File: src/sv/cdrm_pkg.sv
// Shared widths, types and helpers for the cluster density ratio unit.
package cdrm_pkg;

  localparam int FRAC_BITS   = 16;
  localparam int SIZE_W      = 4;
  localparam int SUM_W       = 20;
  localparam int CROSS_W     = 24;
  localparam int OFF_W       = 16;
  localparam int RATIO_W     = 28;
  localparam int BEST_W      = 27;
  localparam int MN_W        = 2 * SIZE_W;
  localparam int PAIRS_W     = 2 * SIZE_W;
  localparam int LR_W        = SUM_W + 1;
  localparam int PROD_W      = LR_W + MN_W;
  localparam int NUM_W       = PROD_W + FRAC_BITS;
  localparam int POS_W       = CROSS_W + 1;
  localparam int DEN_W       = PAIRS_W + POS_W;
  localparam int QUOT_W      = RATIO_W;
  localparam int MUL_STEPS   = MN_W;
  localparam int STEP_CW     = $clog2(MUL_STEPS);
  localparam int DIV_CW      = $clog2(QUOT_W);
  localparam int IN_TDATA_W  = 80;
  localparam int OUT_TDATA_W = 56;

  localparam logic [OFF_W-1:0] OFFSET_RESET = OFF_W'(655);
  localparam logic [RATIO_W-1:0] RATIO_MAX_POS = RATIO_W'((64'd1 << (RATIO_W - 1)) - 64'd1);
  localparam logic [RATIO_W-1:0] RATIO_MIN_MAG = RATIO_W'(64'd1 << (RATIO_W - 1));

  typedef enum logic [2:0] {
    ST_IDLE,
    ST_MUL1,
    ST_PREP,
    ST_MUL2,
    ST_CHECK,
    ST_DIV,
    ST_DONE
  } state_t;

  typedef struct packed {
    logic              done;
    logic              ovf;
    logic [QUOT_W-1:0] quot;
  } div_res_t;

  function automatic logic [PAIRS_W-1:0] pair_count(input logic [SIZE_W-1:0] k);
    logic [MN_W-1:0] p;
    p = MN_W'(k) * MN_W'(k - 1'b1);
    return PAIRS_W'(p >> 1);
  endfunction

endpackage

File: src/sv/cluster_density_ratio_max_unit.sv
// Cluster density ratio unit with running maximum: top level.
//
// One record enters on the in_ stream: group sizes, weight sums L, R, C and
// a clear flag for the running maximum. One result leaves on the out_ stream
// for each record: the signed Q11.16 ratio, the running maximum and a
// saturation flag. cfg_wr_en writes the inter density offset (Q0.16).
// The divider is skipped when the denominator is zero, and it stops before
// the first divide step when the quotient is already out of range. The
// work is two 8-step shift-add multiplies (one bit of the small
// multiplier per cycle) and a restoring divider that forms one quotient
// bit per cycle over 28 bits.
// One record is processed at a time; in_tready is high while the unit is
// idle, so a new record is taken only after the last result is loaded.
// The result sits in an output register, so the next record
// is taken while a result still waits. If the receiver stalls, the unit
// holds its finished result and waits before loading the next one.
// Reset clears the running maximum, sets the offset to 655 and empties the
// output register.
module cluster_density_ratio_max_unit (
  input  logic                            clk,
  input  logic                            rst_n,
  input  logic                            in_tvalid,
  output logic                            in_tready,
  // size_left[3:0], size_right[7:4], sum_left[27:8], sum_right[47:28],
  // sum_cross[71:48], clear_max[72], zero fill above
  input  logic [cdrm_pkg::IN_TDATA_W-1:0]  in_tdata,
  output logic                            out_tvalid,
  input  logic                            out_tready,
  // ratio[27:0], ratio_max[54:28], saturated[55]
  output logic [cdrm_pkg::OUT_TDATA_W-1:0] out_tdata,
  input  logic                            cfg_wr_en,
  input  logic [cdrm_pkg::OFF_W-1:0]       cfg_wr_data
);

  logic [cdrm_pkg::SIZE_W-1:0]  size_left;
  logic [cdrm_pkg::SIZE_W-1:0]  size_right;
  logic [cdrm_pkg::SUM_W-1:0]   sum_left;
  logic [cdrm_pkg::SUM_W-1:0]   sum_right;
  logic [cdrm_pkg::CROSS_W-1:0] sum_cross;
  logic                         clear_max;

  assign size_left  = in_tdata[3:0];
  assign size_right = in_tdata[7:4];
  assign sum_left   = in_tdata[27:8];
  assign sum_right  = in_tdata[47:28];
  assign sum_cross  = in_tdata[71:48];
  assign clear_max  = in_tdata[72];

  cdrm_pkg::state_t state_r, state_nxt;

  logic [cdrm_pkg::OFF_W-1:0]    offset_r;
  logic [cdrm_pkg::BEST_W-1:0]   best_r;
  logic                          out_valid_r;
  logic [cdrm_pkg::RATIO_W-1:0]  ratio_r;
  logic [cdrm_pkg::BEST_W-1:0]   ratio_max_r;
  logic                          sat_r;

  logic [cdrm_pkg::LR_W-1:0]     lr_r;
  logic [cdrm_pkg::PAIRS_W-1:0]  pairs_r;
  logic                          clr_r;
  logic [cdrm_pkg::DEN_W-1:0]    mcand_r;
  logic [cdrm_pkg::DEN_W-1:0]    acc_r;
  logic [cdrm_pkg::MN_W-1:0]     mplier_r;
  logic [cdrm_pkg::POS_W-1:0]    offc_r;
  logic [cdrm_pkg::POS_W-1:0]    pos_r;
  logic [cdrm_pkg::PROD_W-1:0]   prod_r;
  logic                          neg_r;
  logic [cdrm_pkg::STEP_CW-1:0]  cnt_r;

  logic                          accept;
  logic                          load_out;
  logic                          div_start;
  logic                          den_zero;
  logic                          last_step;
  cdrm_pkg::div_res_t            div_res;

  logic [cdrm_pkg::LR_W-1:0]     lr_in;
  logic [cdrm_pkg::MN_W-1:0]     mn_in;
  logic [cdrm_pkg::PAIRS_W-1:0]  pairs_in;
  logic                          neg_now;
  logic [cdrm_pkg::POS_W-1:0]    dmag;
  logic [cdrm_pkg::RATIO_W-1:0]  ratio_nxt;
  logic                          sat_nxt;
  logic [cdrm_pkg::BEST_W-1:0]   posval;
  logic [cdrm_pkg::BEST_W-1:0]   best_base;
  logic [cdrm_pkg::RATIO_W-1:0]  mag;

  assign lr_in    = cdrm_pkg::LR_W'(sum_left) + cdrm_pkg::LR_W'(sum_right);
  assign mn_in    = cdrm_pkg::MN_W'(size_left) * cdrm_pkg::MN_W'(size_right);
  assign pairs_in = cdrm_pkg::pair_count(size_left) + cdrm_pkg::pair_count(size_right);

  assign neg_now  = pos_r < cdrm_pkg::POS_W'(lr_r);
  assign dmag     = neg_now ? (cdrm_pkg::POS_W'(lr_r) - pos_r)
                            : (pos_r - cdrm_pkg::POS_W'(lr_r));
  assign den_zero = (acc_r == '0);
  assign last_step = (cnt_r == cdrm_pkg::STEP_CW'(cdrm_pkg::MUL_STEPS - 1));

  cdrm_div u_div (
    .clk   (clk),
    .rst_n (rst_n),
    .start (div_start),
    .num   ({prod_r, {cdrm_pkg::FRAC_BITS{1'b0}}}),
    .den   (acc_r),
    .res   (div_res)
  );

  always_ff @(posedge clk) begin
    if (!rst_n) begin
      state_r <= cdrm_pkg::ST_IDLE;
    end else begin
      state_r <= state_nxt;
    end
  end

  always_comb begin
    state_nxt = state_r;
    in_tready = 1'b0;
    accept    = 1'b0;
    div_start = 1'b0;
    load_out  = 1'b0;
    unique case (state_r)
      cdrm_pkg::ST_IDLE: begin
        in_tready = 1'b1;
        if (in_tvalid) begin
          accept    = 1'b1;
          state_nxt = cdrm_pkg::ST_MUL1;
        end
      end
      cdrm_pkg::ST_MUL1: begin
        if (last_step) begin
          state_nxt = cdrm_pkg::ST_PREP;
        end
      end
      cdrm_pkg::ST_PREP: begin
        state_nxt = cdrm_pkg::ST_MUL2;
      end
      cdrm_pkg::ST_MUL2: begin
        if (last_step) begin
          state_nxt = cdrm_pkg::ST_CHECK;
        end
      end
      cdrm_pkg::ST_CHECK: begin
        if (den_zero) begin
          state_nxt = cdrm_pkg::ST_DONE;
        end else begin
          div_start = 1'b1;
          state_nxt = cdrm_pkg::ST_DIV;
        end
      end
      cdrm_pkg::ST_DIV: begin
        if (div_res.done) begin
          state_nxt = cdrm_pkg::ST_DONE;
        end
      end
      cdrm_pkg::ST_DONE: begin
        if (!out_valid_r || out_tready) begin
          load_out  = 1'b1;
          state_nxt = cdrm_pkg::ST_IDLE;
        end
      end
      default: begin
        state_nxt = cdrm_pkg::ST_IDLE;
      end
    endcase
  end

  // result formatting and saturation
  always_comb begin
    ratio_nxt = '0;
    sat_nxt   = 1'b0;
    mag       = div_res.quot;
    if (den_zero) begin
      sat_nxt   = 1'b1;
      ratio_nxt = (prod_r != '0) ? cdrm_pkg::RATIO_MAX_POS : '0;
    end else if (!neg_r) begin
      if (div_res.ovf || div_res.quot[cdrm_pkg::QUOT_W-1]) begin
        sat_nxt   = 1'b1;
        ratio_nxt = cdrm_pkg::RATIO_MAX_POS;
      end else begin
        ratio_nxt = div_res.quot;
      end
    end else begin
      if (div_res.ovf || (div_res.quot > cdrm_pkg::RATIO_MIN_MAG)) begin
        sat_nxt = 1'b1;
        mag     = cdrm_pkg::RATIO_MIN_MAG;
      end
      ratio_nxt = '0 - mag;
    end
    posval    = (den_zero || !neg_r) ? ratio_nxt[cdrm_pkg::BEST_W-1:0] : '0;
    best_base = clr_r ? '0 : best_r;
  end

  always_ff @(posedge clk) begin
    if (!rst_n) begin
      offset_r    <= cdrm_pkg::OFFSET_RESET;
      best_r      <= '0;
      out_valid_r <= 1'b0;
    end else begin
      if (cfg_wr_en) begin
        offset_r <= cfg_wr_data;
      end
      if (load_out) begin
        out_valid_r <= 1'b1;
        best_r      <= (posval > best_base) ? posval : best_base;
      end else if (out_tready) begin
        out_valid_r <= 1'b0;
      end
    end
  end

  always_ff @(posedge clk) begin
    if (load_out) begin
      ratio_r     <= ratio_nxt;
      ratio_max_r <= (posval > best_base) ? posval : best_base;
      sat_r       <= sat_nxt;
    end
  end

  // shift-add datapath
  always_ff @(posedge clk) begin
    unique case (state_r)
      cdrm_pkg::ST_IDLE: begin
        if (accept) begin
          lr_r     <= lr_in;
          pairs_r  <= pairs_in;
          clr_r    <= clear_max;
          mcand_r  <= cdrm_pkg::DEN_W'(lr_in);
          acc_r    <= '0;
          mplier_r <= mn_in;
          offc_r   <= cdrm_pkg::POS_W'(offset_r);
          pos_r    <= cdrm_pkg::POS_W'(sum_cross);
          cnt_r    <= '0;
        end
      end
      cdrm_pkg::ST_MUL1: begin
        if (mplier_r[0]) begin
          acc_r <= acc_r + mcand_r;
          pos_r <= pos_r + offc_r;
        end
        mcand_r  <= mcand_r << 1;
        offc_r   <= offc_r << 1;
        mplier_r <= mplier_r >> 1;
        cnt_r    <= cnt_r + 1'b1;
      end
      cdrm_pkg::ST_PREP: begin
        prod_r   <= acc_r[cdrm_pkg::PROD_W-1:0];
        neg_r    <= neg_now;
        mcand_r  <= cdrm_pkg::DEN_W'(dmag);
        acc_r    <= '0;
        mplier_r <= pairs_r;
        cnt_r    <= '0;
      end
      cdrm_pkg::ST_MUL2: begin
        if (mplier_r[0]) begin
          acc_r <= acc_r + mcand_r;
        end
        mcand_r  <= mcand_r << 1;
        mplier_r <= mplier_r >> 1;
        cnt_r    <= cnt_r + 1'b1;
      end
      default: begin
      end
    endcase
  end

  assign out_tvalid = out_valid_r;
  assign out_tdata  = {sat_r, ratio_max_r, ratio_r};

endmodule

File: src/sv/cdrm_div.sv
// Bit-serial restoring divider with range check on the quotient.
module cdrm_div (
  input  logic                       clk,
  input  logic                       rst_n,
  input  logic                       start,
  input  logic [cdrm_pkg::NUM_W-1:0] num,
  input  logic [cdrm_pkg::DEN_W-1:0] den,
  output cdrm_pkg::div_res_t         res
);

  logic                         busy_r;
  logic                         done_r;
  logic                         ovf_r;
  logic [cdrm_pkg::DIV_CW-1:0]  cnt_r;
  logic [cdrm_pkg::DEN_W-1:0]   rem_r;
  logic [cdrm_pkg::DEN_W-1:0]   den_r;
  logic [cdrm_pkg::QUOT_W-1:0]  numlo_r;
  logic [cdrm_pkg::QUOT_W-1:0]  quot_r;

  logic [cdrm_pkg::DEN_W-1:0]   num_hi;
  logic [cdrm_pkg::DEN_W:0]     shifted;
  logic [cdrm_pkg::DEN_W:0]     diff;

  assign num_hi  = cdrm_pkg::DEN_W'(num[cdrm_pkg::NUM_W-1:cdrm_pkg::QUOT_W]);
  assign shifted = {rem_r, numlo_r[cdrm_pkg::QUOT_W-1]};
  assign diff    = shifted - {1'b0, den_r};

  always_ff @(posedge clk) begin
    if (!rst_n) begin
      busy_r <= 1'b0;
      done_r <= 1'b0;
      cnt_r  <= '0;
    end else begin
      done_r <= 1'b0;
      if (start) begin
        cnt_r <= '0;
        if (num_hi >= den) begin
          done_r <= 1'b1;
        end else begin
          busy_r <= 1'b1;
        end
      end else if (busy_r) begin
        cnt_r <= cnt_r + 1'b1;
        if (cnt_r == cdrm_pkg::DIV_CW'(cdrm_pkg::QUOT_W - 1)) begin
          busy_r <= 1'b0;
          done_r <= 1'b1;
        end
      end
    end
  end

  always_ff @(posedge clk) begin
    if (start) begin
      ovf_r   <= (num_hi >= den);
      rem_r   <= num_hi;
      den_r   <= den;
      numlo_r <= num[cdrm_pkg::QUOT_W-1:0];
      quot_r  <= '0;
    end else if (busy_r) begin
      numlo_r <= numlo_r << 1;
      if (!diff[cdrm_pkg::DEN_W]) begin
        rem_r  <= diff[cdrm_pkg::DEN_W-1:0];
        quot_r <= {quot_r[cdrm_pkg::QUOT_W-2:0], 1'b1};
      end else begin
        rem_r  <= shifted[cdrm_pkg::DEN_W-1:0];
        quot_r <= {quot_r[cdrm_pkg::QUOT_W-2:0], 1'b0};
      end
    end
  end

  assign res.done = done_r;
  assign res.ovf  = ovf_r;
  assign res.quot = quot_r;

endmodule

File: config.mk
export PLATFORM = sky130hd
export DESIGN_NAME = cluster_density_ratio_max_unit
export DESIGN_NICKNAME = d
export VERILOG_FILES = /design/src/sv/cdrm_pkg.sv /design/src/sv/cluster_density_ratio_max_unit.sv /design/src/sv/cdrm_div.sv
export SDC_FILE = /design/constraint.sdc
export NUM_CORES = 1
export LEC_CHECK = 0
export BUFFER_PORTS_ARGS = -buffer_cell sky130_fd_sc_hd__buf_4
export CAP_MARGIN = 40
export CORE_MARGIN = 2
export CORE_UTILIZATION = 55
export DETAILED_ROUTE_END_ITERATION = 6
export PLACE_DENSITY = 0.84
export SLEW_MARGIN = 25
export SYNTH_ARGS = -nofsm -noshare
export SYNTH_HDL_FRONTEND = slang
export SYNTH_SLANG_ARGS = --single-unit
File: constraint.sdc
create_clock -name clk -period 10.8 [get_ports clk]
set_input_delay 2.16 -clock clk [delete_from_list [all_inputs] [get_ports clk]]
set_output_delay 2.16 -clock clk [all_outputs]
set_load 0.03 [all_outputs]
==> impl_metrics.yaml, run 1 <==
worst_hold_path:
  min_from: "best_r[24]"
  hp-class: "reg2reg"
setup_path:
  cp_cell_sequence: "or4_4, nor4_4, nand4_2, a21oi_4, nand2_1, ha_1, buf_6, nand2_1, nor2_1, o21ai_2, nand4_1, a31oi_1, nand2b_4, inv_1, ha_1, a21oi_1, o21ai_0, a21oi_1, nor2b_1, o311ai_2, nand2_1, o21ai_0"
  start_kind: "register"
  cp_slowest_cell: "o21ai_0"
  worst_ep_required_time_ps: 11120
  worst-path-buf-inv: 2
  worstPathArrival_ps: 6800
  crit_type: "reg2reg"
  crit_start: "u_div.quot_r[2]"
  end_kind: "register"
  slowest_delay_ps: 610
  worstPathMaxFanout: 23
  crit-reg2reg-launch: "u_div.quot_r[2]"
  path_common_cell: "nand2_1"
  critPathTopFamily: "simple AND/OR/NAND/NOR gates"
sta:
  whs_ps: 467
  fin_crit_sh_pct: 60.0
  fmax_mhz: 154
  slew_headroom_pct: 45.6
  grt_setup_unrepaired: "no"
  setup_viol: 0
  worst_pin_slew_ps: 817
  fin_skew_ps: 28.4
  hold_viol_final: 0
  period_minus_slack_ps: 6480
  slew_viol_final: 0
  setup-tns-final_ps: 0
clocking:
  cts_hold_buf: 0
  root_buffer: "clkbuf_16"
  worstSkewPairLatency_ps: 600
  cts_resized: 0
  cts_tree: "built"
  post_cts_buffers: 0
  clockBufferDepth: 3
  path_clk_slew_ps: 60
  cts_sinks: 404
  cts_buffers: 45
  htree_levels: 2
detailed_routing:
  routed-via-count: 23271
  drt-wirelength-per-cell_um: 20.0
  wirelength_um: 74800
  drtPass1Iterations: 6
  first_iter_violations: 2646
  drcViolationCount: 0
  ant_nets: 0
  routed_via_density: 6.22
yosys:
  syn_area_um2: 27800
  synthArstFlopShare_pct: 0
  synth_fp_nets: 3309
  syn-instance-count: 2927
  syn_area_per_cell_um2: 9.48
  synth_edf_count: 306
  ys_seq_area_share_pct: 40.2
  synth-seq-cells: 404
  ys_warn_count: 0
  synth-main-ff-cell: "edfxtp_1"
  ys_types: 104
grt:
  antenna_found_initial: 1
  grt_usage_pct: 28.0
  grt_pass1_vias: 22755
  grt_max_degree: 74
  grt_pass1_wl_um: 119000
  grt_remaining_overflow: 0
layout:
  design_area_um2: 30900
  antenna_cells: 0
  fillers: 4078
  fin_util_pct: 61.9
  drive_gt1_share_pct: 10.6
  final_nets: 3417
  area_delta_synth_final_pct: 11.5
die:
  core_area_um2: 50000
  die_h_um: 229
  rows: 82
  die_w_um: 229
  start_util_pct: 55.5
  die_area_um2: 52300
  num_io_pins: 159
placement:
  place_hpwl_um: 55100
  placed_area_um2: 29500
  globalplace.congestion: 0.972
  port_buffers: 151
power_and_ir_drop:
  ir_worst_vdd_v: 0.000152
  power_leakage_nw: 13.3
  pwr_density_cell_nw_per_um2: 239
outcome:
  status: "finished clean"
run:
  max_cap_violations: 0
-- path summary, 6_finish.rpt --
check / endpoint / slack, ps / depth (start not counted)
worst max-delay path: ratio_max_r[20] / 4320 / 22
worst min register to register: best_r[24] / 470 / 1
worst max register to register: ratio_max_r[20] / 4320 / 22
worst min-delay path: best_r[24] / 470 / 1
-- where the power goes --
part | internal (W) | switching [W]
Clock | 0.000854 | 0.000644
Sequential | 0.00214 | 0.000336
Combinational | 0.00136 | 0.00205
Total | 0.00435 | 0.00303
-- layer usage --
layer | GRT usage [%] | vias up | share of wire [%]
li1 | - | 10898 | -
met1 | 35.8 | 11149 | 41
met2 | 48.0 | 1028 | 48
met3 | 3.04 | 196 | 6.6
met4 | 12.2 | 0 | 4.2
met5 | 0 | - | 0
-- area by class of cell --
type | count | area [um2] | share of cell area (%)
tap | 672 | 841 | 2.72
timing repair buffer | 187 | 1450 | 4.69
clock inverter | 23 | 224 | 0.724
inverter | 206 | 773 | 2.50
sequential | 404 | 11200 | 36.0
clock buffer | 60 | 1190 | 3.85
multi-input combinational | 2191 | 15300 | 49.5
-- registers in the layout, summed over array words and instances (netlist names), 3 cells and up --
register       cells
acc_r             33
mcand_r           33
u_div.den_r       33
u_div.rem_r       33
prod_r            29
ratio_r           28
u_div.quot_r      28
best_r            27
ratio_max_r       27
offc_r            25
pos_r             25
lr_r              21
offset_r          16
u_div.numlo_r     12
mplier_r           8
pairs_r            8
u_div.cnt_r        5
cnt_r              3
state_r            3
-- stage by stage --
step / power (W) / setup slack, ps / std cells
detailed placement: 0.00582 / 4100 / 3654
global placement: 0.00567 / 4220 / 3651
CTS: 0.00734 / 4320 / 3737
floorplan: 0.00489 / 4550 / 2927
finish: 0.00739 / 4320 / 3743
global route: 0.00783 / 3960 / 3743
-- cell usage in the layout (no fill, tap or decap), drive strengths merged, types with 62 or more instances in the layout --
| master | n |
|---|---|
| edfxtp | 306 |
| nand2 | 287 |
| ha | 256 |
| nor2 | 243 |
| a21oi | 216 |
| inv | 207 |
| o21ai | 187 |
| buf | 185 |
| dfxtp | 98 |
| a21o | 94 |
| mux2i | 87 |
| xnor2 | 76 |
| nor3 | 65 |
| clkbuf | 62 |
-- worst reg2reg max path, stage by stage, from the launching register on --
cell      delay [ps]
dfxtp_1          390
or4_4            600
nor4_4           430
nand4_2          240
a21oi_4          550
nand2_1          120
ha_1             260
buf_6            180
nand2_1           90
nor2_1            60
o21ai_2           70
nand4_1          100
a31oi_1          330
nand2b_4         240
inv_1             60
ha_1             300
a21oi_1          160
o21ai_0          110
a21oi_1          180
nor2b_1           90
o311ai_2         460
nand2_1          570
o21ai_0          610
-- synthesized netlist by cell type, drive strengths merged (76+ instances only) --
cell | instances | area, um2
nor2 | 243 | 928
nand2 | 287 | 1110
o21ai | 187 | 943
a21oi | 216 | 1100
clkbuf | 93 | 350
ha | 256 | 3200
a21o | 94 | 706
mux2i | 87 | 871
edfxtp | 306 | 9190
dfxtp | 98 | 1960
inv | 203 | 762
xnor2 | 76 | 666
-- kinds of logic (layout without fill, tap and decap cells) --
logic type / count (synthesis) / count (layout) / share of synthesized area [%]
AND/OR/NAND/NOR: 894 / 894 / 15.6
AO/OA/AOI/OAI: 799 / 799 / 18.9
flip-flops: 404 / 404 / 40.2
buffers and inverters: 332 / 476 / 4.72
adder cells (fa/ha/maj): 281 / 281 / 13.3
XOR/XNOR: 122 / 122 / 3.85
multiplexers: 95 / 95 / 3.46
Note: power is estimated with default switching activity, not from simulation.
==> run 2: changes to the inputs <==
--- a/config.mk
+++ b/config.mk
@@ -5,12 +5,13 @@
 export SDC_FILE = /design/constraint.sdc
 export NUM_CORES = 1
 export LEC_CHECK = 0
+export ABC_AREA = 1
 export BUFFER_PORTS_ARGS = -buffer_cell sky130_fd_sc_hd__buf_4
 export CAP_MARGIN = 40
 export CORE_MARGIN = 2
 export CORE_UTILIZATION = 55
 export DETAILED_ROUTE_END_ITERATION = 6
-export PLACE_DENSITY = 0.84
+export PLACE_DENSITY = 0.87
 export SLEW_MARGIN = 25
 export SYNTH_ARGS = -nofsm -noshare
 export SYNTH_HDL_FRONTEND = slang
==> constraint.sdc (replaced) <==
create_clock -name clk -period 5.5 [get_ports clk]
set_input_delay 1.1 -clock clk [delete_from_list [all_inputs] [get_ports clk]]
set_output_delay 1.1 -clock clk [all_outputs]
set_load 0.03 [all_outputs]
==> impl_metrics.yaml, run 2 <==
die:
  die_area_um2: 54200
  num_io_pins: 159
  die_h_um: 233
  core_area_um2: 51500
  die_w_um: 233
  start_util_pct: 55.9
  rows: 83
yosys:
  ys_warn_count: 0
  ys_types: 67
  ys_seq_area_share_pct: 38.7
  yosysTopAreaCell: "edfxtp_1"
  synth_fp_nets: 4047
  netlist_top_cells_count: "nand2_1, inv_1, nor2_1, edfxtp_1, a21oi_1"
  synthArstFlopShare_pct: 0
  yosys.area_share.simple_pct: 22.2
  yosysMostFrequentCell: "nand2_1"
  syn-instance-count: 3665
  synth_top_cell_area_share_pct: 31.9
  synth-seq-cells: 404
  synth.area.mux_share_pct: 0.139
  syn_area_per_cell_um2: 7.85
  synth_edf_count: 306
  synth_area_leaders: "edfxtp_1, ha_1, nand2_1"
  synth_top_family_by_area: "simple AND/OR/NAND/NOR gates"
  synth_compound_area_share_pct: 14.4
  synth-main-ff-cell: "edfxtp_1"
  syn_area_um2: 28800
  synth_fa_ha_area_share_pct: 12.9
  synthXorXnorAreaFrac_pct: 2.77
placement:
  port_buffers: 151
  placed_area_um2: 30600
  place_hpwl_um: 57800
  place_ws_ps: 45.5
  globalplace.congestion: 0.995
sta:
  setup_viol: 0
  fin_crit_sh_pct: 90.3
  slew_viol_final: 0
  worst_pin_slew_ps: 751
  slew_headroom_pct: 49.8
  setup-tns-final_ps: 0
  hold_viol_final: 0
  period_minus_slack_ps: 4970
  fin_ws_ps: 532
  grt_setup_unrepaired: "no"
  fin_skew_ps: 27.4
  fmax_mhz: 201
run:
  max_cap_violations: 0
detailed_routing:
  first_iter_violations: 2499
  wirelength_um: 75600
  drcViolationCount: 0
  drt-wirelength-per-cell_um: 16.8
  routed-via-count: 25387
  ant_nets: 0
  drtPass1Iterations: 6
  routed_via_density: 5.63
power_and_ir_drop:
  power.internal_w: 0.00952
  pwr_density_cell_nw_per_um2: 554
  power_frac_seq_pct: 30.5
  finalPower_w: 0.0178
  ir_worst_vdd_v: 0.000318
  power_leakage_nw: 15.0
  clkPwrFrac_pct: 16.9
  p_sw_share_pct: 46.5
  comb_power_share_pct: 52.5
  switchingPower_w: 0.00828
setup_path:
  worstPathArrival_ps: 5510
  worst_ep_required_time_ps: 6040
  worstPathMaxFanout: 42
  crit_type: "reg2reg"
  r2r_slack_ps: 530
  end_kind: "register"
  start_kind: "register"
grt:
  grt_remaining_overflow: 0
  grtUsageMet2_pct: 46.6
  met3_usage_pct: 3.69
  grtUsageMet1_pct: 37.1
  grt_pass1_vias: 24301
  grt_usage_pct: 28.1
  grt_max_degree: 67
  grt-busiest-layer: "met2"
  grt_pass1_wl_um: 122000
  antenna_found_initial: 0
clocking:
  htree_levels: 2
  cts_buffers: 43
  post_cts_buffers: 0
  cts_tree: "built"
  cts_sinks: 404
  cts_resized: 0
  cts_hold_buf: 0
  path_clk_slew_ps: 60
  worstSkewPairLatency_ps: 600
  clockBufferDepth: 3
  root_buffer: "clkbuf_16"
layout:
  final_nets: 4176
  area_delta_synth_final_pct: 11.5
  antenna_cells: 0
  regArea_um2: 11200
  mostFrequentLayoutCells: "nand2_1, inv_1, nor2_1"
  multiInputGateArea_um2: 15100
  drive_gt1_share_pct: 9.32
  design_area_um2: 32100
  fillers: 4364
  layout_commonest_cell: "nand2_1"
outcome:
  status: "finished clean"
worst_hold_path:
  hp-class: "reg2reg"
[run 2: cell count changes after synthesis, moves of 30 or more]
cell,change
a21o_1,-76
a21oi_1,+68
and3_1,-38
clkbuf_1,-36
inv_1,+329
mux2i_1,-83
nand2_1,+511
nand3_1,+164
nor2_1,+103
nor2b_1,-30
nor3_1,-35
xnor2_1,-42
[run 2: final timing paths]
| check | startpoint | cells past startpoint | endpoint |
|---|---|---|---|
| hold / removal | offset_r[9] | 2 | offset_r[9] |
| setup reg to reg | u_div.quot_r[15] | 25 | best_r[22] |
| hold reg to reg | offset_r[9] | 2 | offset_r[9] |
| setup / recovery | u_div.quot_r[15] | 25 | best_r[22] |
[run 2: metal layers]
layer	share of wire (%)	up-vias
met1	42	11609
li1	-	12553
met3	7.6	184
met5	0	-
met4	3.9	0
met2	46	1041
[run 2: kinds of logic (layout without fill, tap and decap cells)]
logic type               Yosys count  after routing
AO/OA/AOI/OAI                    711            711
XOR/XNOR                          91             91
adder cells (fa/ha/maj)          281            281
buffers and inverters            654            818
flip-flops                       404            404
multiplexers                       4              4
AND/OR/NAND/NOR                 1520           1520
[run 2: power by group through the flow]
stage	registers, W	logic (W)	clock network (W)
floorplan	0.00509	0.00696	0
global placement	0.00544	0.00882	0
detailed placement	0.00546	0.00908	0
CTS	0.00541	0.00918	0.00305
global route	0.00551	0.0105	0.00315
finish	0.00544	0.00935	0.00302
[run 2: layout make-up]
class / instances / area share (%)
inverter: 556 / 6.50
clock buffer: 59 / 3.85
sequential: 404 / 34.7
clock inverter: 21 / 0.752
multi-input combinational: 2607 / 47.0
timing repair buffer: 182 / 4.48
tap: 680 / 2.65
[run 2: metrics by stage]
step | instances | utilization, % | hold slack (ps)
finish | 4509 | 62.3 | 462
global route | 4509 | 62.3 | 478
CTS | 4507 | 62.3 | 459
detailed placement | 4427 | 59.4 | 445
global placement | 4424 | 59.2 | 439
floorplan | 3665 | - | 429
[run 2: critical path, stage by stage, from the launching register on]
cell and delay [ps]:
dfxtp_1 360, inv_1 150, nand2_1 80, nor2_2 140, nand2_1 90, nor2_1 120
nand2_2 70, nand2_4 340, o31ai_2 220, nand3_1 260, inv_2 80, o21ai_0 90
nand3_1 180, a31oi_1 590, nand2_1 120, inv_1 90, ha_1 120, nand2_1 70
or4_1 530, nor4_1 240, a21oi_2 70, inv_2 380, nand3_1 210, nand3_1 170
nand2_1 60, inv_1 50
